--- src/rtl/core/efra_pkg.sv ---
// ----------------------------------------------------------------------------
// efra_pkg
// Shared widths, limits and state codes for the earliest free room assigner.
// ----------------------------------------------------------------------------
package efra_pkg;

  localparam int unsigned DefaultMaxRooms = 16;

  localparam int unsigned TimeW = 48;
  localparam int unsigned InTimeW = 32;
  localparam int unsigned UsesW = 32;
  localparam int unsigned RoomW = 4;
  localparam int unsigned CfgW = 5;

  localparam logic [TimeW-1:0] TimeMax = {TimeW{1'b1}};
  localparam logic [UsesW-1:0] UsesMax = {UsesW{1'b1}};

  typedef enum logic [1:0] {
    StIdle,
    StScan,
    StUpdate
  } efra_state_e;

endpackage

--- src/rtl/core/earliest_free_room_assigner.sv ---
// ----------------------------------------------------------------------------
// earliest_free_room_assigner
// Assigns each job to the lowest-numbered room free at its start, or else to
// the room that frees earliest, and tracks the busiest room.
// ----------------------------------------------------------------------------
// Usage:
// Jobs arrive on the input channel (in_valid_i / in_ready_o) as one beat
// carrying the requested start and finish time; jobs are expected in
// ascending start order. Every job yields one result beat on the output
// channel (out_valid_o / out_ready_i): the room it got, the time it really
// begins and the busiest room so far.
// A job goes through three steps: one to accept the beat and issue the
// first read, a scan that walks the free-at memory one room per cycle
// through its single read port over the rooms in use, and an update that
// reads back the use count and writes both memories. The result is
// registered when the update completes.
// The result sits in an output register, so a new job is accepted and
// scanned while the previous result waits. If the receiver stalls, the
// next job holds in its update state until the output register frees up.
// Reset clears all room times and use counts (through per-entry valid bits,
// no clearing pass) and sets the room count to the full capacity.
// The user must write the room count register through cfg_we_i / cfg_wdata_i
// only while the block is idle; the block itself does not enforce this. Zero
// is taken as one room, and values above the capacity as the full capacity.
// ----------------------------------------------------------------------------
module earliest_free_room_assigner
  import efra_pkg::*;
#(
  parameter int unsigned MAX_ROOMS = DefaultMaxRooms
) (
  input  logic               clk_i,
  input  logic               rst_ni,
  input  logic               cfg_we_i,
  input  logic [CfgW-1:0]    cfg_wdata_i,
  input  logic               in_valid_i,
  output logic               in_ready_o,
  input  logic [InTimeW-1:0] start_time_i,
  input  logic [InTimeW-1:0] finish_time_i,
  output logic               out_valid_o,
  input  logic               out_ready_i,
  output logic [RoomW-1:0]   assigned_room_o,
  output logic [TimeW-1:0]   actual_begin_o,
  output logic [RoomW-1:0]   busiest_room_o
);

  localparam int unsigned IdxW = (MAX_ROOMS > 1) ? $clog2(MAX_ROOMS) : 1;
  localparam logic [IdxW-1:0] LastIdx = IdxW'(MAX_ROOMS - 1);

  // Room memories, valid bits standing in for the cleared reset contents.
  logic [TimeW-1:0] free_mem [MAX_ROOMS];
  logic [UsesW-1:0] uses_mem [MAX_ROOMS];
  logic [MAX_ROOMS-1:0] free_vld_q, free_vld_d;
  logic [MAX_ROOMS-1:0] uses_vld_q, uses_vld_d;

  logic             free_re, free_we;
  logic [IdxW-1:0]  free_raddr, free_waddr;
  logic [TimeW-1:0] free_wdata, free_rdata_q, free_rd;
  logic             free_rvld_q;

  logic             uses_re, uses_we;
  logic [IdxW-1:0]  uses_addr;
  logic [UsesW-1:0] uses_wdata, uses_rdata_q, uses_rd;
  logic             uses_rvld_q;

  efra_state_e state_q, state_d;
  logic [IdxW-1:0] last_q, last_d;
  logic [IdxW-1:0] idx_q, idx_d;
  logic [IdxW-1:0] pick_q, pick_d;
  logic [IdxW-1:0] best_room_q, best_room_d;
  logic [UsesW-1:0] best_uses_q, best_uses_d;
  logic [TimeW-1:0] earliest_q, earliest_d;
  logic [InTimeW-1:0] start_q;
  logic [InTimeW-1:0] dur_q;
  logic out_valid_q, out_valid_d;
  logic [IdxW-1:0] out_room_q;
  logic [TimeW-1:0] out_begin_q;
  logic [IdxW-1:0] out_best_q;

  logic             in_beat, out_load;
  logic [TimeW-1:0] start_ext, clamped;
  logic [TimeW:0]   end_sum;
  logic [TimeW-1:0] end_time;
  logic [UsesW-1:0] uses_next;

  assign in_beat = in_valid_i && in_ready_o;
  assign start_ext = TimeW'(start_q);
  assign free_rd = free_rvld_q ? free_rdata_q : '0;
  assign uses_rd = uses_rvld_q ? uses_rdata_q : '0;

  // A room that frees before the job starts is taken as free at the start.
  assign clamped = (free_rd < start_ext) ? start_ext : free_rd;

  assign end_sum = {1'b0, earliest_q} + (TimeW + 1)'(dur_q);
  assign end_time = end_sum[TimeW] ? TimeMax : end_sum[TimeW-1:0];
  assign uses_next = (uses_rd == UsesMax) ? uses_rd : uses_rd + 1'b1;

  // Room count register, kept as the index of the last room in use.
  always_comb begin
    last_d = last_q;
    if (cfg_we_i) begin
      if (cfg_wdata_i == '0) begin
        last_d = '0;
      end else if (32'(cfg_wdata_i) > 32'(MAX_ROOMS)) begin
        last_d = LastIdx;
      end else begin
        last_d = IdxW'(32'(cfg_wdata_i) - 32'd1);
      end
    end
  end

  always_comb begin
    state_d     = state_q;
    idx_d       = idx_q;
    pick_d      = pick_q;
    earliest_d  = earliest_q;
    best_room_d = best_room_q;
    best_uses_d = best_uses_q;
    out_valid_d = out_valid_q && !out_ready_i;
    out_load    = 1'b0;
    in_ready_o  = 1'b0;
    free_re     = 1'b0;
    free_raddr  = '0;
    free_we     = 1'b0;
    free_waddr  = idx_q;
    free_wdata  = clamped;
    uses_re     = 1'b0;
    uses_we     = 1'b0;
    uses_addr   = pick_q;
    uses_wdata  = uses_next;
    free_vld_d  = free_vld_q;
    uses_vld_d  = uses_vld_q;

    case (state_q)
      StIdle: begin
        in_ready_o = 1'b1;
        if (in_valid_i) begin
          free_re = 1'b1;
          idx_d   = '0;
          state_d = StScan;
        end
      end
      StScan: begin
        // Clamped time goes back so later out-of-order jobs see it.
        free_we = 1'b1;
        free_vld_d[idx_q] = 1'b1;
        if (idx_q == '0 || clamped < earliest_q) begin
          pick_d     = idx_q;
          earliest_d = clamped;
        end
        if (idx_q == last_q) begin
          uses_re   = 1'b1;
          uses_addr = pick_d;
          state_d   = StUpdate;
        end else begin
          idx_d      = idx_q + 1'b1;
          free_re    = 1'b1;
          free_raddr = idx_d;
        end
      end
      StUpdate: begin
        if (!out_valid_q || out_ready_i) begin
          free_we    = 1'b1;
          free_waddr = pick_q;
          free_wdata = end_time;
          free_vld_d[pick_q] = 1'b1;
          uses_we    = 1'b1;
          uses_vld_d[pick_q] = 1'b1;
          if (uses_next > best_uses_q ||
              (uses_next == best_uses_q && pick_q < best_room_q)) begin
            best_uses_d = uses_next;
            best_room_d = pick_q;
          end
          out_valid_d = 1'b1;
          out_load    = 1'b1;
          state_d     = StIdle;
        end
      end
      default: begin
        state_d = StIdle;
      end
    endcase
  end

  // Room memories: one read port and one write port each.
  always_ff @(posedge clk_i) begin
    if (free_we) begin
      free_mem[free_waddr] <= free_wdata;
    end
    if (free_re) begin
      free_rdata_q <= free_mem[free_raddr];
    end
  end

  always_ff @(posedge clk_i) begin
    if (uses_we) begin
      uses_mem[uses_addr] <= uses_wdata;
    end
    if (uses_re) begin
      uses_rdata_q <= uses_mem[uses_addr];
    end
  end

  always_ff @(posedge clk_i or negedge rst_ni) begin
    if (!rst_ni) begin
      state_q     <= StIdle;
      last_q      <= LastIdx;
      idx_q       <= '0;
      pick_q      <= '0;
      best_room_q <= '0;
      best_uses_q <= '0;
      out_valid_q <= 1'b0;
      free_vld_q  <= '0;
      uses_vld_q  <= '0;
      free_rvld_q <= 1'b0;
      uses_rvld_q <= 1'b0;
    end else begin
      state_q     <= state_d;
      last_q      <= last_d;
      idx_q       <= idx_d;
      pick_q      <= pick_d;
      best_room_q <= best_room_d;
      best_uses_q <= best_uses_d;
      out_valid_q <= out_valid_d;
      free_vld_q  <= free_vld_d;
      uses_vld_q  <= uses_vld_d;
      if (free_re) begin
        free_rvld_q <= free_vld_q[free_raddr];
      end
      if (uses_re) begin
        uses_rvld_q <= uses_vld_q[uses_addr];
      end
    end
  end

  // Job payload and result registers.
  always_ff @(posedge clk_i) begin
    earliest_q <= earliest_d;
    if (in_beat) begin
      start_q <= start_time_i;
      dur_q   <= (finish_time_i > start_time_i) ? finish_time_i - start_time_i : '0;
    end
    if (out_load) begin
      out_room_q  <= pick_q;
      out_begin_q <= earliest_q;
      out_best_q  <= best_room_d;
    end
  end

  assign out_valid_o     = out_valid_q;
  assign assigned_room_o = RoomW'(out_room_q);
  assign actual_begin_o  = out_begin_q;
  assign busiest_room_o  = RoomW'(out_best_q);

endmodule

--- config.mk ---
export PLATFORM = sky130hd
export DESIGN_NAME = earliest_free_room_assigner
export DESIGN_NICKNAME = d
export VERILOG_FILES = /design/src/rtl/core/efra_pkg.sv /design/src/rtl/core/earliest_free_room_assigner.sv
export SDC_FILE = /design/constraint.sdc
export NUM_CORES = 2
export LEC_CHECK = 0
export BUFFER_PORTS_ARGS = -buffer_cell sky130_fd_sc_hd__buf_4
export CAP_MARGIN = 20
export CORE_MARGIN = 5
export CORE_UTILIZATION = 55
export CTS_CLUSTER_DIAMETER = 120
export DETAILED_ROUTE_END_ITERATION = 16
export PLACE_DENSITY = 0.72
export SLEW_MARGIN = 30
export SYNTH_ARGS = -nofsm -noshare
export SYNTH_HDL_FRONTEND = slang
export SYNTH_SLANG_ARGS = --single-unit
export TNS_END_PERCENT = 100
--- constraint.sdc ---
create_clock -name clk_i -period 14.2 [get_ports clk_i]
set_clock_uncertainty 0.05 [all_clocks]
set_input_delay 1.42 -clock clk_i [delete_from_list [all_inputs] [get_ports clk_i]]
set_output_delay 1.42 -clock clk_i [all_outputs]
set_load 0.005 [all_outputs]
Yosys cells after proc, flatten, opt, wreduce, memory -nomap -nowiden
Memory sizes are Yosys's and may differ from the RTL's. A register that Yosys moved wholly into a read port is not among the register bits.
Index checks and enable logic that the tools add are counted.
{"block": "totals", "n_memories": 2, "output_inout_bits": 58, "ram_bits": 1280, "reg_bits": 253, "wordCells": 120}
{"name": "free_mem", "depth": 16, "word_bits": 48, "rd": 1, "rd_clocked_by_memory_dff": 1, "wr": 1, "line": "earliest_free_room_assigner.sv:50", "rtl": "logic [TimeW-1:0] free_mem [MAX_ROOMS];"}
{"name": "uses_mem", "depth": 16, "word_bits": 32, "rd": 1, "rd_clocked_by_memory_dff": 1, "wr": 1, "line": "earliest_free_room_assigner.sv:51", "rtl": "logic [UsesW-1:0] uses_mem [MAX_ROOMS];"}
{"block": "classes", "reduce_logical": 21, "n_addsub": 5, "n_bitwise": 3, "mux": 51, "eq_ne": 9, "n_lt_le_gt_ge": 12}
{"op": "2-to-1 mux 48 bit", "n": 5}
{"op": "greater-than comparator 32 bit", "n": 2}
{"op": "2-to-1 mux 32 bit", "n": 2}
{"op": "2-to-1 mux 4 bit", "n": 14}
{"op": "adder 48 x 32 -> 49 bit", "n": 1}
{"op": "less-than comparator 48 x 32 -> 1 bit", "n": 1}
{"op": "less-than comparator 48 bit", "n": 1}
{"op": "bitwise OR 16 bit", "n": 3}
{"op": "adder 32 x 1 -> 32 bit (second input constant)", "n": 1}
{"op": "== test 32 bit", "n": 1}
{"op": "== test 32 bit (second input constant)", "n": 1}
{"op": "case mux 16 bit (2 select lines)", "n": 1}
{"op": "subtractor 32 bit", "n": 1}
{"op": "less-than comparator 4 x 5 -> 1 bit (second input constant)", "n": 4}
{"op": "2-to-1 mux 1 bit", "n": 17}
{"op": "2-to-1 mux 16 bit", "n": 1}
{"op": "AND reduction 3 bit", "n": 3}
{"op": "binary-select mux 1 bit (select 4 bit)", "n": 2}
{"op": "demux 1 bit (select 4 bit)", "n": 2}
{"op": ">= comparator 4 x 1 -> 1 bit (second input constant)", "n": 2}
{"op": "!= test 2 bit (second input constant)", "n": 4}
{"op": "case mux 4 bit (2 select lines)", "n": 1}
{"op": "2-to-1 mux 2 bit", "n": 3}
{"op": "case mux 2 bit (3 select lines)", "n": 1}
{"op": "16 further kinds", "n": 27}

Depth between registers and ports, before layout
{"block": "depth", "word_depth": 10, "depth_mapped": 30}

Worst setup path before layout
Ideal clock, no wire load.
{"block": "synth_timing", "kind": "register to register", "start": "register free_rvld_q", "end": "memory uses_mem[3][0], enable pin", "setup_slack_ns": 6.800, "setup_time_ns": 0.425, "arrival_ns": 6.925, "n_path_buf": 6, "period_less_slack_ns": 7.400, "path_stages_with_launch": 26, "cell_sequence": "dfrtp_1 clkbuf_1 clkbuf_1 nand2_1 inv_1 ha_1 a21oi_1 nand2_1 a221oi_1 o211ai_1 nor2_1 clkbuf_1 mux2_2 ha_1 a21oi_1 o21a_1 o221ai_1 a21oi_1 or4b_1 a21o_1 a211o_1 buf_6 mux2i_2 buf_2 buf_2 nor2b_1"}
{"block": "synth_via", "elab_chain_cells": 8}
{"item": "start: declaration", "line": "earliest_free_room_assigner.sv:58", "rtl": "logic free_rvld_q;"}
{"item": "start signal: assignment", "line": "earliest_free_room_assigner.sv:227", "rtl": "free_rvld_q <= free_vld_q[free_raddr];"}
{"item": "2-to-1 mux 48 bit *", "line": "earliest_free_room_assigner.sv:87", "rtl": "assign free_rd = free_rvld_q ? free_rdata_q : '0;"}
{"item": "less-than comparator 48 x 32 -> 1 bit", "line": "earliest_free_room_assigner.sv:91", "rtl": "assign clamped = (free_rd < start_ext) ? start_ext : free_rd;"}
{"item": "2-to-1 mux 48 bit *", "line": "earliest_free_room_assigner.sv:91"}
{"item": "via clamped[27]", "line": "earliest_free_room_assigner.sv:80", "rtl": "logic [TimeW-1:0] start_ext, clamped;"}
{"item": "less-than comparator 48 bit *", "line": "earliest_free_room_assigner.sv:146", "rtl": "if (idx_q == '0 || clamped < earliest_q) begin"}
{"item": "logical OR 1 bit *", "line": "earliest_free_room_assigner.sv:146"}
{"item": "2-to-1 mux 4 bit *", "line": "earliest_free_room_assigner.sv:146"}
{"item": "2-to-1 mux 4 bit *", "line": "earliest_free_room_assigner.sv:150", "rtl": "if (idx_q == last_q) begin"}
{"item": "2-to-1 mux 4 bit *", "line": "earliest_free_room_assigner.sv:133", "rtl": "case (state_q)"}
{"item": "end: declaration", "line": "earliest_free_room_assigner.sv:51"}
Mark *: on every way through the listed nets, which the timed path passes. The rest lies on a longest branch.

Worst setup path in the final report
{"block": "layout_timing", "start": "register free_rvld_q", "end": "memory uses_mem[0][30], enable pin"}
Same word-level chain as after synthesis.

==> summary.txt <==
Die
  – Die Span Y: 365 µm
  – Floorplan core area: 125,000 µm²
  – Row cnt: 130
  – I/O pin count: 132
  – Initial Util: 0.552
  – Die width: around 360 µm
  – DIE AREA: 133,000 µm²

CTS
  – Clk slew on worst S/H paths: about 60 ps
  – Root Buffer: clkbuf_16
  – # hold bufs at CTS: 0
  – Worst skew pair latency: 780 ps
  – CTS tree: done
  – CTS max path bufs: 3
  – # clock sinks: 1,613
  – Post-CTS Setup Bufs: 0
  – Post-CTS Resized: 0
  – H-tree levels: 4
  – Cts bufs inserted: 160

Routing
  – Vias: 44,300
  – Routed length per instance: 26.6 µm
  – DRC: 0
  – Drt first pass iters: 6
  – Routed WL: 182 mm
  – Vias/cell: 6.47
  – DRT antenna net count: 0
  – Starting DRT DRC Count: 5,494

Synthesis
  – Count leader, synth: edfxtp_1
  – Post-Syn Area: 69,200 µm²
  – Post-Syn Nets: 5,191
  – Yosys warning total: 0
  – Top cells by area, synth: edfxtp_1, ha_1, dfrtp_1
  – Post-synth top cells: edfxtp_1, nand2_1, o21ai_0
  – Share of the synthesized area in the top cell type: 0.663
  – Async set or reset register ratio after synthesis: 0.0527
  – Synth Register Bits: approximately 1,600
  – Number of synthesized flops with an enable pin: 1,528
  – Primary FF master, synth: edfxtp_1
  – Post-synth top area cell: edfxtp_1
  – Syn Inst Count: roughly 4,900
  – Mapped Avg Cell Area: 14.0 µm²
  – Seq/Total Area, Yosys: 0.694
  – Netlist cell types: 73

Timing
  – Final min period: about 9500 ps
  – Fin. Hold Viols: 0
  – Setup TNS: 0 ps
  – Final Max Slew Viols: 0
  – Setup repair after global routing missed its margin: false
  – Worst slew pin tran: ~1000 ps
  – Relative slew margins: 0.328
  – Setup Viol. Count Final: 0
  – Period utilization: 0.668
  – Fmax: 0.105 GHz

GRT
  – Tot GR Track Use: 0.271
  – Total gr overflow: 0
  – First-pass GRT wire length: about 270 mm
  – Largest net degree at the start of global routing: 239
  – Vias in the first global route: 42,300
  – Initial antenna violation count: 0

Placement
  – Gp weighted congestion: 0.941
  – Port buffer count: roughly 130
  – DPL Wire Length: approximately 110 mm
  – Dpl cells: 6,542

Worst hold path
  – Hold Path Class: reg -> reg
  – HP Start: uses_vld_q[12]$_DFFE_PN0P_
  – Endpoint, Worst Hold: uses_vld_q[12]$_DFFE_PN0P_
  – WHS Path Cells: 1

Setup path
  – R2R depth: 22
  – Worst R2R End: uses_mem[0][30]$_DFFE_PP_
  – Critical R2R Launch: free_rvld_q$_DFFE_PN0P_
  – Critical Path RT: 14,600 ps
  – Critical path class: reg -> reg
  – Crit start category: flip-flop
  – WP data arrival: 9890 ps
  – Worst setup EP type: flip-flop
  – Reg-to-reg setup timing slack: 4710 ps
  – Crit Path Max Fanout: 77

Power
  – Worst vdd ir: 0.234 mV
  – Lkg Pwr: 0.0273 µW
  – Power Density: 207 nW/µm²

Final layout
  – Antenna Cells: 0
  – Util after Layout: 0.627
  – Post-layout nets: roughly 5,300
  – Layout cells sized above 1: 0.134
  – Final cell count without fillers: 6,840
  – P&R area growth vs syn: 13.5%

Status
  – Status: complete, no violations

Run
  – Max-cap viol count: 0
[per-layer routing]
| layer | vias to the layer above | share of wire | global-route usage |
|---|---|---|---|
| li1 | 19400 | - | - |
| met1 | 22100 | 0.40 | 0.390 |
| met2 | 2389 | 0.47 | 0.424 |
| met3 | 340 | 0.10 | 0.0514 |
| met4 | 0 | 0.032 | 0.0885 |
| met5 | - | 0 | 0 |
[registers in the layout, indices dropped and copies added, names as in the netlist, 16 cells and up]
name / count
free_mem: 768
uses_mem: 512
actual_begin_o: 48
earliest_q: 48
free_rdata_q: 48
best_uses_q: 32
dur_q: 32
start_q: 32
uses_rdata_q: 32
free_vld_q: 16
uses_vld_q: 16
[power breakdown]
group	internal [µW]	switching, µW
registers	6520	319
logic	1700	3390
clock network	2550	1780
total	10800	5500
[critical path, stage by stage (launching register included)]
cell and delay [ps]:
dfrtp_2 950, nand2_1 170, inv_1 110, ha_1 170, nand4_1 180, nor4_1 700
a22oi_1 200, o211ai_1 380, nor2_4 260, buf_16 250, o21ai_0 390, ha_1 210
nand4_1 120, nor3_1 490, nand2_1 150, nor4_1 520, and3_1 260, and2_1 130
a211o_1 610, a22o_4 750, buf_4 840, nor2b_4 670, buf_4 410
[layout by cell type (no fill, tap or decap), drive strengths merged, types with 105 or more instances in the layout]
cell type  Yosys  final
ha           186    186
inv          208    214
or3          203    203
and3         114    114
clkbuf       232    199
o211ai       107    107
a31oi        118    118
nor2         134    134
a22oi        262    262
a211oi       105    105
a21oi        224    224
o21ai        304    304
buf           60    259
edfxtp      1528   1528
nand2        348    348
[worst max path at each step]
stage	depth (start not counted)	to	start	slack (ps)
finish	22	uses_mem[0][30]$_DFFE_PP_	free_rvld_q$_DFFE_PN0P_	4710
global route	22	uses_mem[0][30]$_DFFE_PP_	free_rvld_q$_DFFE_PN0P_	4180
CTS	23	uses_mem[1][13]$_DFFE_PP_	free_rvld_q$_DFFE_PN0P_	4730
detailed placement	23	uses_mem[1][12]$_DFFE_PP_	free_rvld_q$_DFFE_PN0P_	4740
global placement	21	uses_mem[11][10]$_DFFE_PP_	free_rvld_q$_DFFE_PN0P_	4550
floorplan	25	uses_mem[3][0]$_DFFE_PP_	free_rvld_q$_DFFE_PN0P_	6800
[stage by stage]
stage	hold WS (ps)	instance area [µm²]	worst slack [ps]	power [µW]
2_1_floorplan	376	69200	6800	10000
3_3_place_gp	394	72400	4550	11700
3_5_place_dp	398	73100	4740	11900
4_1_cts	409	78500	4730	16200
5_1_grt	419	78600	4180	17000
6_report	407	78600	4710	16300
[final cells by class]
cell class | count | area [µm²]
inverters | 209 | 790
multi-input cells | 2815 | 19900
well taps | 1650 | 2060
fillers | 8982 | 46800
clock inverters | 95 | 1130
clock buffers | 199 | 4280
flip-flops and latches | 1613 | 48000
repair buffers | 259 | 2440
[cell families after synthesis]
| family | after synthesis | share of synthesized area |
|---|---|---|
| adder cells (fa/ha/maj) | 190 | 0.0345 |
| multiplexers | 111 | 0.0260 |
| XOR/XNOR | 90 | 0.0114 |
| AND/OR/NAND/NOR | 1094 | 0.0815 |
| buffers and inverters | 501 | 0.0280 |
| flip-flops | 1613 | 0.694 |
| AO/OA/AOI/OAI | 1330 | 0.125 |
(Power assumes the default switching activity.)
